File: src/rtl/assert_macros.svh
// assertion helpers used by the timer core
`ifndef ASSERT_MACROS_SVH
`define ASSERT_MACROS_SVH

// property checked on every clock edge outside reset
`define BZCT_ASSERT(lbl, clk, rst_n, prop, msg) \
	lbl: assert property (@(posedge clk) disable iff (!rst_n) (prop)) else $error(msg);

// antecedent implies consequent in the next cycle
`define BZCT_ASSERT_NEXT(lbl, clk, rst_n, ante, cons, msg) \
	lbl: assert property (@(posedge clk) disable iff (!rst_n) (ante) |=> (cons)) else $error(msg);

`endif

File: src/rtl/bzct_pkg.sv
// ---------------------------------------------------------------------------
// bzct_pkg
// Types, codes and section decode tables for the back-emf zero-crossing timer.
// ---------------------------------------------------------------------------
`timescale 1ns / 1ps

package bzct_pkg;

	localparam int unsigned SECTION_COUNT = 6;

	// request codes
	localparam logic REQ_EDGE        = 1'b0;
	localparam logic REQ_SECTION_END = 1'b1;

	// phase codes
	localparam logic [1:0] PHASE_A = 2'd0;
	localparam logic [1:0] PHASE_B = 2'd1;
	localparam logic [1:0] PHASE_C = 2'd2;

	// classification codes
	typedef enum logic [1:0] {
		OUTCOME_NONE     = 2'd0,
		OUTCOME_VALID    = 2'd1,
		OUTCOME_TOO_EARLY = 2'd2,
		OUTCOME_TOO_LATE = 2'd3
	} outcome_t;

	typedef struct packed {
		logic        req_type;
		logic [1:0]  phase;
		logic        edge_req;
		logic [2:0]  section;
		logic [2:0]  next_section;
		logic [31:0] timestamp;
		logic [2:0]  comparator_levels;
		logic [31:0] sixty_deg_time;
	} in_item_t;

	typedef struct packed {
		outcome_t    outcome;
		logic [31:0] position_time;
		logic [2:0]  phase_enable_mask;
	} out_item_t;

	// measurement state carried between beats
	typedef struct packed {
		logic [31:0] crossing_time;
		logic        crossing_captured;
		logic [2:0]  enabled_phases;
	} meas_state_t;

	// floating phase of a commutation section
	function automatic logic [1:0] float_phase(input logic [2:0] sec);
		logic [1:0] ph;
		unique case (sec)
			3'd0: ph = PHASE_B;
			3'd1: ph = PHASE_A;
			3'd2: ph = PHASE_C;
			3'd3: ph = PHASE_B;
			3'd4: ph = PHASE_A;
			3'd5: ph = PHASE_C;
			default: ph = PHASE_A;
		endcase
		return ph;
	endfunction

	// expected comparator level after the crossing, also the edge direction
	function automatic logic want_level(input logic [2:0] sec);
		return ~sec[0];
	endfunction

	// one-hot comparator mask of a phase, none for the unused code
	function automatic logic [2:0] phase_mask(input logic [1:0] ph);
		logic [2:0] m;
		unique case (ph)
			PHASE_A: m = 3'b001;
			PHASE_B: m = 3'b010;
			PHASE_C: m = 3'b100;
			default: m = 3'b000;
		endcase
		return m;
	endfunction

endpackage

File: src/rtl/bzct_qualify.sv
// ---------------------------------------------------------------------------
// bzct_qualify
// Edge qualification, section-end classification and next measurement state.
// ---------------------------------------------------------------------------
`timescale 1ns / 1ps

module bzct_qualify (
	input  bzct_pkg::in_item_t    item,
	input  logic                  measure_enable,
	input  bzct_pkg::meas_state_t state_cur,
	output bzct_pkg::meas_state_t state_nxt,
	output logic                  has_result,
	output bzct_pkg::out_item_t   result
);
	import bzct_pkg::*;

	logic        sec_ok;
	logic        nsec_ok;
	logic [1:0]  fp;
	logic        want;
	logic        edge_ok;
	logic        level;
	logic [31:0] elapsed;
	logic [2:0]  next_mask;

	// section decode
	assign sec_ok  = (item.section < 3'(SECTION_COUNT));
	assign nsec_ok = (item.next_section < 3'(SECTION_COUNT));
	assign fp      = float_phase(item.section);
	assign want    = want_level(item.section);

	// edge beat must hit the enabled floating phase in the expected direction
	assign edge_ok = sec_ok
		&& (|(state_cur.enabled_phases & phase_mask(item.phase)))
		&& (fp == item.phase)
		&& (want == item.edge_req);

	// floating comparator level and time since the captured crossing
	assign level     = |(item.comparator_levels & phase_mask(fp));
	assign elapsed   = item.timestamp - state_cur.crossing_time;
	assign next_mask = nsec_ok ? phase_mask(float_phase(item.next_section)) : 3'b000;

	assign has_result = measure_enable && (item.req_type == REQ_SECTION_END);

	// state update and result
	always_comb begin
		state_nxt                = state_cur;
		result.outcome           = OUTCOME_NONE;
		result.position_time     = '0;
		result.phase_enable_mask = next_mask;
		if (measure_enable) begin
			if (item.req_type == REQ_EDGE) begin
				if (edge_ok) begin
					state_nxt.crossing_time     = item.timestamp;
					state_nxt.crossing_captured = 1'b1;
				end
			end else begin
				if (sec_ok) begin
					if (level != want) begin
						result.outcome = OUTCOME_TOO_LATE;
					end else if (!state_cur.crossing_captured) begin
						result.outcome = OUTCOME_TOO_EARLY;
					end else begin
						result.outcome       = OUTCOME_VALID;
						result.position_time = item.sixty_deg_time - elapsed;
					end
				end
				state_nxt.crossing_time     = '0;
				state_nxt.crossing_captured = 1'b0;
				state_nxt.enabled_phases    = next_mask;
			end
		end
	end

endmodule

File: src/rtl/bemf_zero_crossing_timer_core.sv
// Back-EMF zero-crossing timer: takes one beat per clock when the output side
// keeps up. A beat lands in an input register, is classified there against the
// stored crossing capture, and a section-end beat places its result in the
// output register at the first clock edge that finds that register free. While
// a result waits in the output register, edge beats and a further beat into the
// input register are still taken; the input stalls only when a section-end beat
// in the input register finds the output register full and stalled. Measurement
// starts off after reset; enable it through the configuration write while no
// beats are in flight.
// ---------------------------------------------------------------------------
// bemf_zero_crossing_timer_core
// Sensorless bldc back-emf zero-crossing qualifier over six sections.
// ---------------------------------------------------------------------------
`timescale 1ns / 1ps
`include "assert_macros.svh"

module bemf_zero_crossing_timer_core (
	input  logic                clk,
	input  logic                arst_n,
	input  logic                in_valid,
	output logic                in_stall,
	input  bzct_pkg::in_item_t  in_data,
	output logic                out_valid,
	input  logic                out_stall,
	output bzct_pkg::out_item_t out_data,
	input  logic                cfg_we,
	input  logic                cfg_wdata
);
	import bzct_pkg::*;

	logic        valid_s1;
	in_item_t    item_s1;
	logic        measure_enable_q;
	meas_state_t state_q;
	meas_state_t state_nxt;
	logic        has_result;
	out_item_t   result;
	logic        out_valid_q;
	out_item_t   out_q;
	logic        out_free;
	logic        adv_s1;
	logic        fire_s1;

	// stage 1 moves on unless its result has nowhere to go
	assign out_free = !out_valid_q || !out_stall;
	assign adv_s1   = !valid_s1 || !has_result || out_free;
	assign fire_s1  = valid_s1 && adv_s1;
	assign in_stall = !adv_s1;

	// input register
	always_ff @(posedge clk or negedge arst_n) begin
		if (!arst_n) begin
			valid_s1 <= 1'b0;
		end else if (adv_s1) begin
			valid_s1 <= in_valid;
		end
	end

	always_ff @(posedge clk) begin
		if (adv_s1 && in_valid) begin
			item_s1 <= in_data;
		end
	end

	// classification logic
	bzct_qualify u_qualify (
		.item           (item_s1),
		.measure_enable (measure_enable_q),
		.state_cur      (state_q),
		.state_nxt      (state_nxt),
		.has_result     (has_result),
		.result         (result)
	);

	// measurement state and enable register
	always_ff @(posedge clk or negedge arst_n) begin
		if (!arst_n) begin
			measure_enable_q <= 1'b0;
			state_q          <= '0;
		end else if (cfg_we) begin
			measure_enable_q <= cfg_wdata;
			if (!cfg_wdata) begin
				state_q.enabled_phases <= '0;
			end
		end else if (fire_s1) begin
			state_q <= state_nxt;
		end
	end

	// output register
	always_ff @(posedge clk or negedge arst_n) begin
		if (!arst_n) begin
			out_valid_q <= 1'b0;
		end else if (out_free) begin
			out_valid_q <= fire_s1 && has_result;
		end
	end

	always_ff @(posedge clk) begin
		if (out_free && fire_s1 && has_result) begin
			out_q <= result;
		end
	end

	assign out_valid = out_valid_q;
	assign out_data  = out_q;

	// checks
	`BZCT_ASSERT(a_enables_onehot0, clk, arst_n, $onehot0(state_q.enabled_phases), "phase enables not one-hot")
	`BZCT_ASSERT(a_off_no_enables, clk, arst_n, measure_enable_q || (state_q.enabled_phases == 3'b000), "phase enabled while measurement off")
	`BZCT_ASSERT(a_pos_only_valid, clk, arst_n, !out_valid_q || (out_q.outcome == OUTCOME_VALID) || (out_q.position_time == 32'd0), "position time set without valid outcome")
	`BZCT_ASSERT_NEXT(a_result_lands, clk, arst_n, fire_s1 && has_result, out_valid_q && (out_q.phase_enable_mask == $past(result.phase_enable_mask)), "section-end result lost")

endmodule

File: config.mk
export PLATFORM = sky130hd
export DESIGN_NAME = bemf_zero_crossing_timer_core
export DESIGN_NICKNAME = d
export VERILOG_FILES = /design/src/rtl/bzct_pkg.sv /design/src/rtl/bzct_qualify.sv /design/src/rtl/bemf_zero_crossing_timer_core.sv
export VERILOG_INCLUDE_DIRS = /design/src /design/src/rtl
export SDC_FILE = /design/constraint.sdc
export NUM_CORES = 1
export LEC_CHECK = 0
export BUFFER_PORTS_ARGS = -buffer_cell sky130_fd_sc_hd__buf_2
export CAP_MARGIN = 20
export CORE_MARGIN = 4
export CORE_UTILIZATION = 59
export DETAILED_ROUTE_END_ITERATION = 8
export PLACE_DENSITY = 0.84
export RECOVER_POWER = 25
export SLEW_MARGIN = 20
export SYNTH_ARGS = -nofsm -noshare
export SYNTH_HDL_FRONTEND = slang
export SYNTH_HIERARCHICAL = 1
export SYNTH_SLANG_ARGS = --single-unit
File: constraint.sdc
create_clock -name clk -period 3.9 [get_ports clk]
set_input_delay 0.78 -clock clk [delete_from_list [all_inputs] [get_ports clk]]
set_output_delay 0.78 -clock clk [all_outputs]
set_load 0.02 [all_outputs]
==> results of run 1 <==
==> area by class of cell <==
type,instances,share of cell area (%)
timing repair buffer,127,6.19
tap,184,2.24
inverter,143,5.22
sequential,153,42.8
multi-input combinational,461,37.7
clock inverter,13,1.65
clock buffer,19,4.21
==> flip-flops by register name, summed over array words and instances, names as in the netlist <==
signal,count
item_s1,77
measure_enable_q,1
out_data,37
out_valid,1
state_q,36
valid_s1,1
==> worst max-delay path, stage by stage (launching register included) <==
cell	delay, ns
dfrtp_1	0.34
clkbuf_1	1.20
inv_1	0.31
nor2_4	0.81
a22oi_1	0.17
o22ai_1	0.23
mux2_4	0.20
==> per-layer routing <==
layer | wire [µm] | share of wire [%] | track usage (%)
met1 | 8780 | 44 | 31.1
met2 | 9360 | 47 | 36.9
met3 | 1280 | 6.4 | 4.66
met4 | 531 | 2.7 | 10.0
met5 | 0 | 0 | 0
==> cell families after synthesis <==
family / count (synthesis) / share of synthesized area, %
simple gates: 153 / 8.56
flops: 153 / 48.8
mux: 47 / 7.01
xor+xnor: 23 / 2.23
buf+inv: 177 / 8.42
fa+ha+maj: 63 / 11.3
compound gates: 175 / 13.7
==> where the power goes <==
part | leakage [nW] | switching (W) | total, W | internal (W)
Combinational | 2.65 | 0.000462 | 0.000763 | 0.000301
Clock | 0.284 | 0.000681 | 0.00169 | 0.00101
Sequential | 1.64 | 0.0000496 | 0.00189 | 0.00184
Total | 4.58 | 0.00119 | 0.00435 | 0.00315
==> metrics by stage <==
step	cells	power [W]	hold WS (ns)	utilization (%)
after floorplan	791	0.00247	0.481	-
after global placement	1068	0.00265	0.498	65.7
after detailed placement	1068	0.00267	0.521	65.7
after CTS	1100	0.00436	0.513	69.8
final	1100	0.00435	0.527	69.7
after global routing	1100	0.00452	0.514	69.7
==> synthesized netlist by cell type, drive strengths merged, types with 11 or more instances <==
master  count  share of area (%)
edfxtp    114                 38
mux2       38                5.9
a22oi      31                2.6
buf        21                1.9
xnor2      12                1.2
o21ai      16               0.89
ha         32                4.4
nand4      11               0.83
a21oi      41                2.3
clkbuf     13               0.57
o22ai      31                2.2
nand3      11               0.61
inv       142                5.9
nand2      38                1.6
dfrtp      39                 11
nor2       44                1.9
fa         31                6.9
xor2       11                1.1
==> final timing paths <==
kind	cells after the start	to	slack [ns]	start
setup / recovery	6	state_q[20]$_DFFE_PN0P_	0.57	measure_enable_q$_DFFE_PN0P_
hold / removal	1	item_s1[13]$_DFFE_PP_	0.53	in_data[13]
setup reg to reg	6	state_q[20]$_DFFE_PN0P_	0.57	measure_enable_q$_DFFE_PN0P_
hold reg to reg	1	state_q[33]$_DFFE_PN0P_	0.54	state_q[33]$_DFFE_PN0P_
max in group asynchronous	1	state_q[28]$_DFFE_PN0P_	1.43	arst_n
min in group asynchronous	1	state_q[8]$_DFFE_PN0P_	1.09	arst_n
==> impl_metrics.py, run 1 <==
metrics = {
    "cts": {
        "cts_tree": "built",
        "clk_path_buf_depth": 2,
        "cts-resized-gates": 0,
        "postCtsSetupBuffers": 0,
        "hold_buffers": 0,
        "cts_made_buffers": 17,
        "clkLatencyLatePin_ns": 0.43,
        "clk_pin_slew_worst_paths_ns": 0.06,
        "cts.sinks": 153,
        "htree_num_levels": 4,
        "cts-root-buf": "clkbuf_16",
    },
    "yosys": {
        "synth_cells": 791,
        "synth_cell_types": 74,
        "syn_area_per_cell_um2": 11.4,
        "ys.flop_type": "edfxtp_1",
        "synth_area_mm2": 0.00902,
        "synth_edf_count": 114,
        "synth-async-reset-ratio_pct": 25.5,
        "seq_area_frac_synth_pct": 48.8,
        "syn_nets": 937,
        "ys_ff_latch": 153,
        "ys_warn_count": 6,
    },
    "grt": {
        "grt_overflow": 0,
        "grt_pass1_wl_mm": 32.0,
        "grt_pass1_vias": 6476,
        "grt_usage_pct": 23.1,
        "grt_max_degree": 78,
        "antenna_found_initial": 0,
    },
    "sta": {
        "timing.fmax_ghz": 0.300,
        "hold_viol_final": 0,
        "tns_ns": 0,
        "worst_slew_pin_slew_ns": 2.42,
        "fin_crit_ns": 3.33,
        "slew_headroom_pct": -61.1,
        "fin_ws_ns": 0.569,
        "worst_clock_skew_ns": 0.00885,
        "finalSetupViolations": 0,
        "rsz0062_at_grt": "false",
        "slew_violations": 73,
        "period_share_pct": 85.4,
    },
    "placement": {
        "place.gp.congestion": 0.940,
        "port_buffers": 121,
        "dp_hpwl_mm": 13.9,
        "placed_cell_area_mm2": 0.00969,
        "dp_worst_setup_slack_ns": 0.625,
    },
    "power": {
        "p_leak_nw": 4.58,
        "powerDensity_mw_per_mm2": 423,
        "vdd_drop_max_uv": 304,
    },
    "status": {
        "outcome": "finished with violations",
        "failed_checks": "capacitance limit, slew limit",
    },
    "detailed_routing": {
        "viasPerCell": 5.79,
        "drt_iter0_drc": 525,
        "num_vias": 6368,
        "ant_nets": 0,
        "wl_mm": 20.0,
        "drc_errors": 0,
        "firstDrtPassIters": 5,
        "wire_per_inst_um": 18.1,
    },
    "die": {
        "row_count": 44,
        "initial_core_util_pct": 61.1,
        "die_y_um": 132,
        "ios": 122,
        "fp.coreArea_mm2": 0.0148,
        "die_w_um": 132,
        "fp.dieArea_mm2": 0.0173,
    },
    "layout": {
        "n_antenna_cell": 0,
        "seqCellArea_mm2": 0.00440,
        "fin_area_mm2": 0.0103,
        "multi_input_area_mm2": 0.00388,
        "final_net_count": 1049,
        "drive_gt1_share_pct": 23.0,
        "final_cell_mix": "inv_1, edfxtp_1, buf_2",
        "fillers": 1066,
        "layout_commonest_cell": "inv_1",
        "area_delta_synth_final_pct": 14.0,
    },
    "worst_setup_path": {
        "crit_path_start_kind": "flop",
        "cp_data_arrival_time_ns": 3.69,
        "cp_max_fo": 33,
        "worstSetupPathType": "reg -> reg",
        "cp.required_ns": 4.26,
        "end_kind": "flop",
    },
    "flow_run": {
        "max_cap_viol_count": 2,
    },
    "worst_hold_path": {
        "hp-class": "in -> reg",
    },
}
Note: power is estimated with default switching activity, not from simulation.
==> run 2, diff against run 1 <==
--- a/config.mk
+++ b/config.mk
@@ -10,6 +10,7 @@
 export CAP_MARGIN = 20
 export CORE_MARGIN = 4
 export CORE_UTILIZATION = 59
+export CTS_CLUSTER_SIZE = 24
 export DETAILED_ROUTE_END_ITERATION = 8
 export PLACE_DENSITY = 0.84
 export RECOVER_POWER = 25
==> constraint.sdc (replaced) <==
create_clock -name clk -period 3.9 [get_ports clk]
set_input_delay 0.39 -clock clk [delete_from_list [all_inputs] [get_ports clk]]
set_output_delay 0.39 -clock clk [all_outputs]
set_load 0.02 [all_outputs]
==> impl_metrics.py, run 2 (synthesis results as in run 1) <==
metrics = {
    "worst_hold_path": {
        "hold_start": "in_data[13]",
        "whs_endpoint": "item_s1[13]$_DFFE_PP_",
        "hp-class": "in -> reg",
        "min_path_cells": 1,
    },
    "die": {
        "ios": 122,
        "die_w_um": 132,
        "fp.coreArea_mm2": 0.0148,
        "row_count": 44,
        "die_y_um": 132,
        "initial_core_util_pct": 61.1,
        "fp.dieArea_mm2": 0.0173,
    },
    "placement": {
        "dp_hpwl_mm": 13.9,
        "port_buffers": 121,
        "dp_worst_setup_slack_ns": 0.625,
        "place.gp.congestion": 0.940,
    },
    "sta": {
        "finalSetupViolations": 0,
        "worst_slew_pin_slew_ns": 2.41,
        "hold_viol_final": 0,
        "slew_violations": 40,
        "worst_clock_skew_ns": 0.00877,
        "period_share_pct": 84.7,
        "fin_ws_ns": 0.597,
        "timing.fmax_ghz": 0.303,
        "rsz0062_at_grt": "false",
        "slew_headroom_pct": -60.4,
        "holdWs_ns": 0.136,
        "tns_ns": 0,
        "fin_crit_ns": 3.30,
    },
    "power": {
        "p_leak_nw": 4.58,
        "power_w": 0.00435,
        "powerDensity_mw_per_mm2": 423,
        "vdd_drop_max_uv": 304,
    },
    "worst_setup_path": {
        "cp_max_fo": 4,
        "worstSetupPathType": "reg -> reg",
        "cp.required_ns": 4.05,
        "cp_data_arrival_time_ns": 3.46,
        "timing.rr.start": "item_s1[1]$_DFFE_PP_",
        "reg2reg_depth": 11,
        "end_kind": "flop",
        "r2r_slack_ns": 0.60,
        "crit_path_start_kind": "flop",
        "reg2reg_to": "out_data[33]$_DFFE_PP_",
    },
    "layout": {
        "layout_commonest_cell": "inv_1",
        "area_delta_synth_final_pct": 14.1,
        "fillers": 1066,
        "drive_gt1_share_pct": 23.1,
        "final_cell_mix": "inv_1, edfxtp_1, buf_2",
        "n_antenna_cell": 0,
        "top_register": "item_s1",
        "largest_reg_flops": 77,
        "final_net_count": 1049,
    },
    "detailed_routing": {
        "drc_errors": 0,
        "firstDrtPassIters": 5,
        "viasPerCell": 5.80,
        "ant_nets": 0,
        "wire_per_inst_um": 18.1,
        "drt_iter0_drc": 564,
        "num_vias": 6381,
        "wl_mm": 20.0,
    },
    "grt": {
        "grt_pass1_vias": 6476,
        "grt_pass1_wl_mm": 32.0,
        "antenna_found_initial": 0,
        "grt_overflow": 0,
        "grt_max_degree": 78,
        "grt_usage_pct": 23.1,
    },
    "cts": {
        "postCtsSetupBuffers": 0,
        "clk_pin_slew_worst_paths_ns": 0.06,
        "cts_tree": "built",
        "cts-root-buf": "clkbuf_16",
        "htree_num_levels": 4,
        "cts_made_buffers": 17,
        "clkLatencyLatePin_ns": 0.43,
        "cts.sinks": 153,
        "cts-resized-gates": 0,
        "hold_buffers": 0,
        "clk_path_buf_depth": 2,
    },
    "status": {
        "failed_checks": "capacitance limit, slew limit",
        "outcome": "finished with violations",
    },
    "flow_run": {
        "max_cap_viol_count": 1,
    },
}
==> run 2: cell count changes in the layout (fill, tap and decap cells not counted), sizes merged <==
cell	previous run	this run
clkbuf	28	27
buf	118	119
==> run 2: final cells by class <==
type	instances	area, µm²	area share, %
Clock buffer	19	433	4.21
Clock inverter	13	170	1.65
Inverter	143	537	5.22
Multi-Input combinational cell	461	3880	37.7
Sequential cell	153	4400	42.8
Tap cell	184	230	2.24
Timing Repair Buffer	127	641	6.23
==> run 2: through the flow <==
stage | area, µm² | std cells | util [%]
2_1_floorplan | 9020 | 791 | -
3_3_place_gp | 9690 | 1068 | 65.7
3_5_place_dp | 9690 | 1068 | 65.7
4_1_cts | 10300 | 1100 | 69.8
5_1_grt | 10300 | 1100 | 69.7
6_report | 10300 | 1100 | 69.7
==> run 2: worst max path at each step <==
stage	startpoint	to	cells past startpoint
CTS	item_s1[1]$_DFFE_PP_	out_data[33]$_DFFE_PP_	11
global placement	item_s1[36]$_DFFE_PP_	out_data[33]$_DFFE_PP_	10
detailed placement	item_s1[36]$_DFFE_PP_	out_data[33]$_DFFE_PP_	10
global route	item_s1[52]$_DFFE_PP_	out_data[31]$_DFFE_PP_	10
floorplan	item_s1[76]$_DFFE_PP_	item_s1[0]$_DFFE_PP_	5
finish	item_s1[1]$_DFFE_PP_	out_data[33]$_DFFE_PP_	11
==> run 2: power breakdown <==
group / internal, W / switching (W)
sequential: 0.00184 / 0.0000494
combinational: 0.000302 / 0.000464
clock: 0.00101 / 0.000679
total: 0.00316 / 0.00119
==> run 2: per-layer routing <==
metal,track usage [%],share of wire [%]
met5,0,0
met1,31.1,44
met3,4.66,6.3
met4,10.0,2.6
met2,36.9,47
==> run 2: worst max-delay path, stage by stage (launching register included) <==
cell	delay, ns
edfxtp_1	0.33
inv_1	0.07
fa_1	0.54
inv_1	0.07
fa_1	0.46
a21o_1	0.22
a221o_2	0.42
a21bo_4	0.26
o2111ai_4	0.25
or3_2	0.19
nand3_1	0.07
nor3b_2	0.16
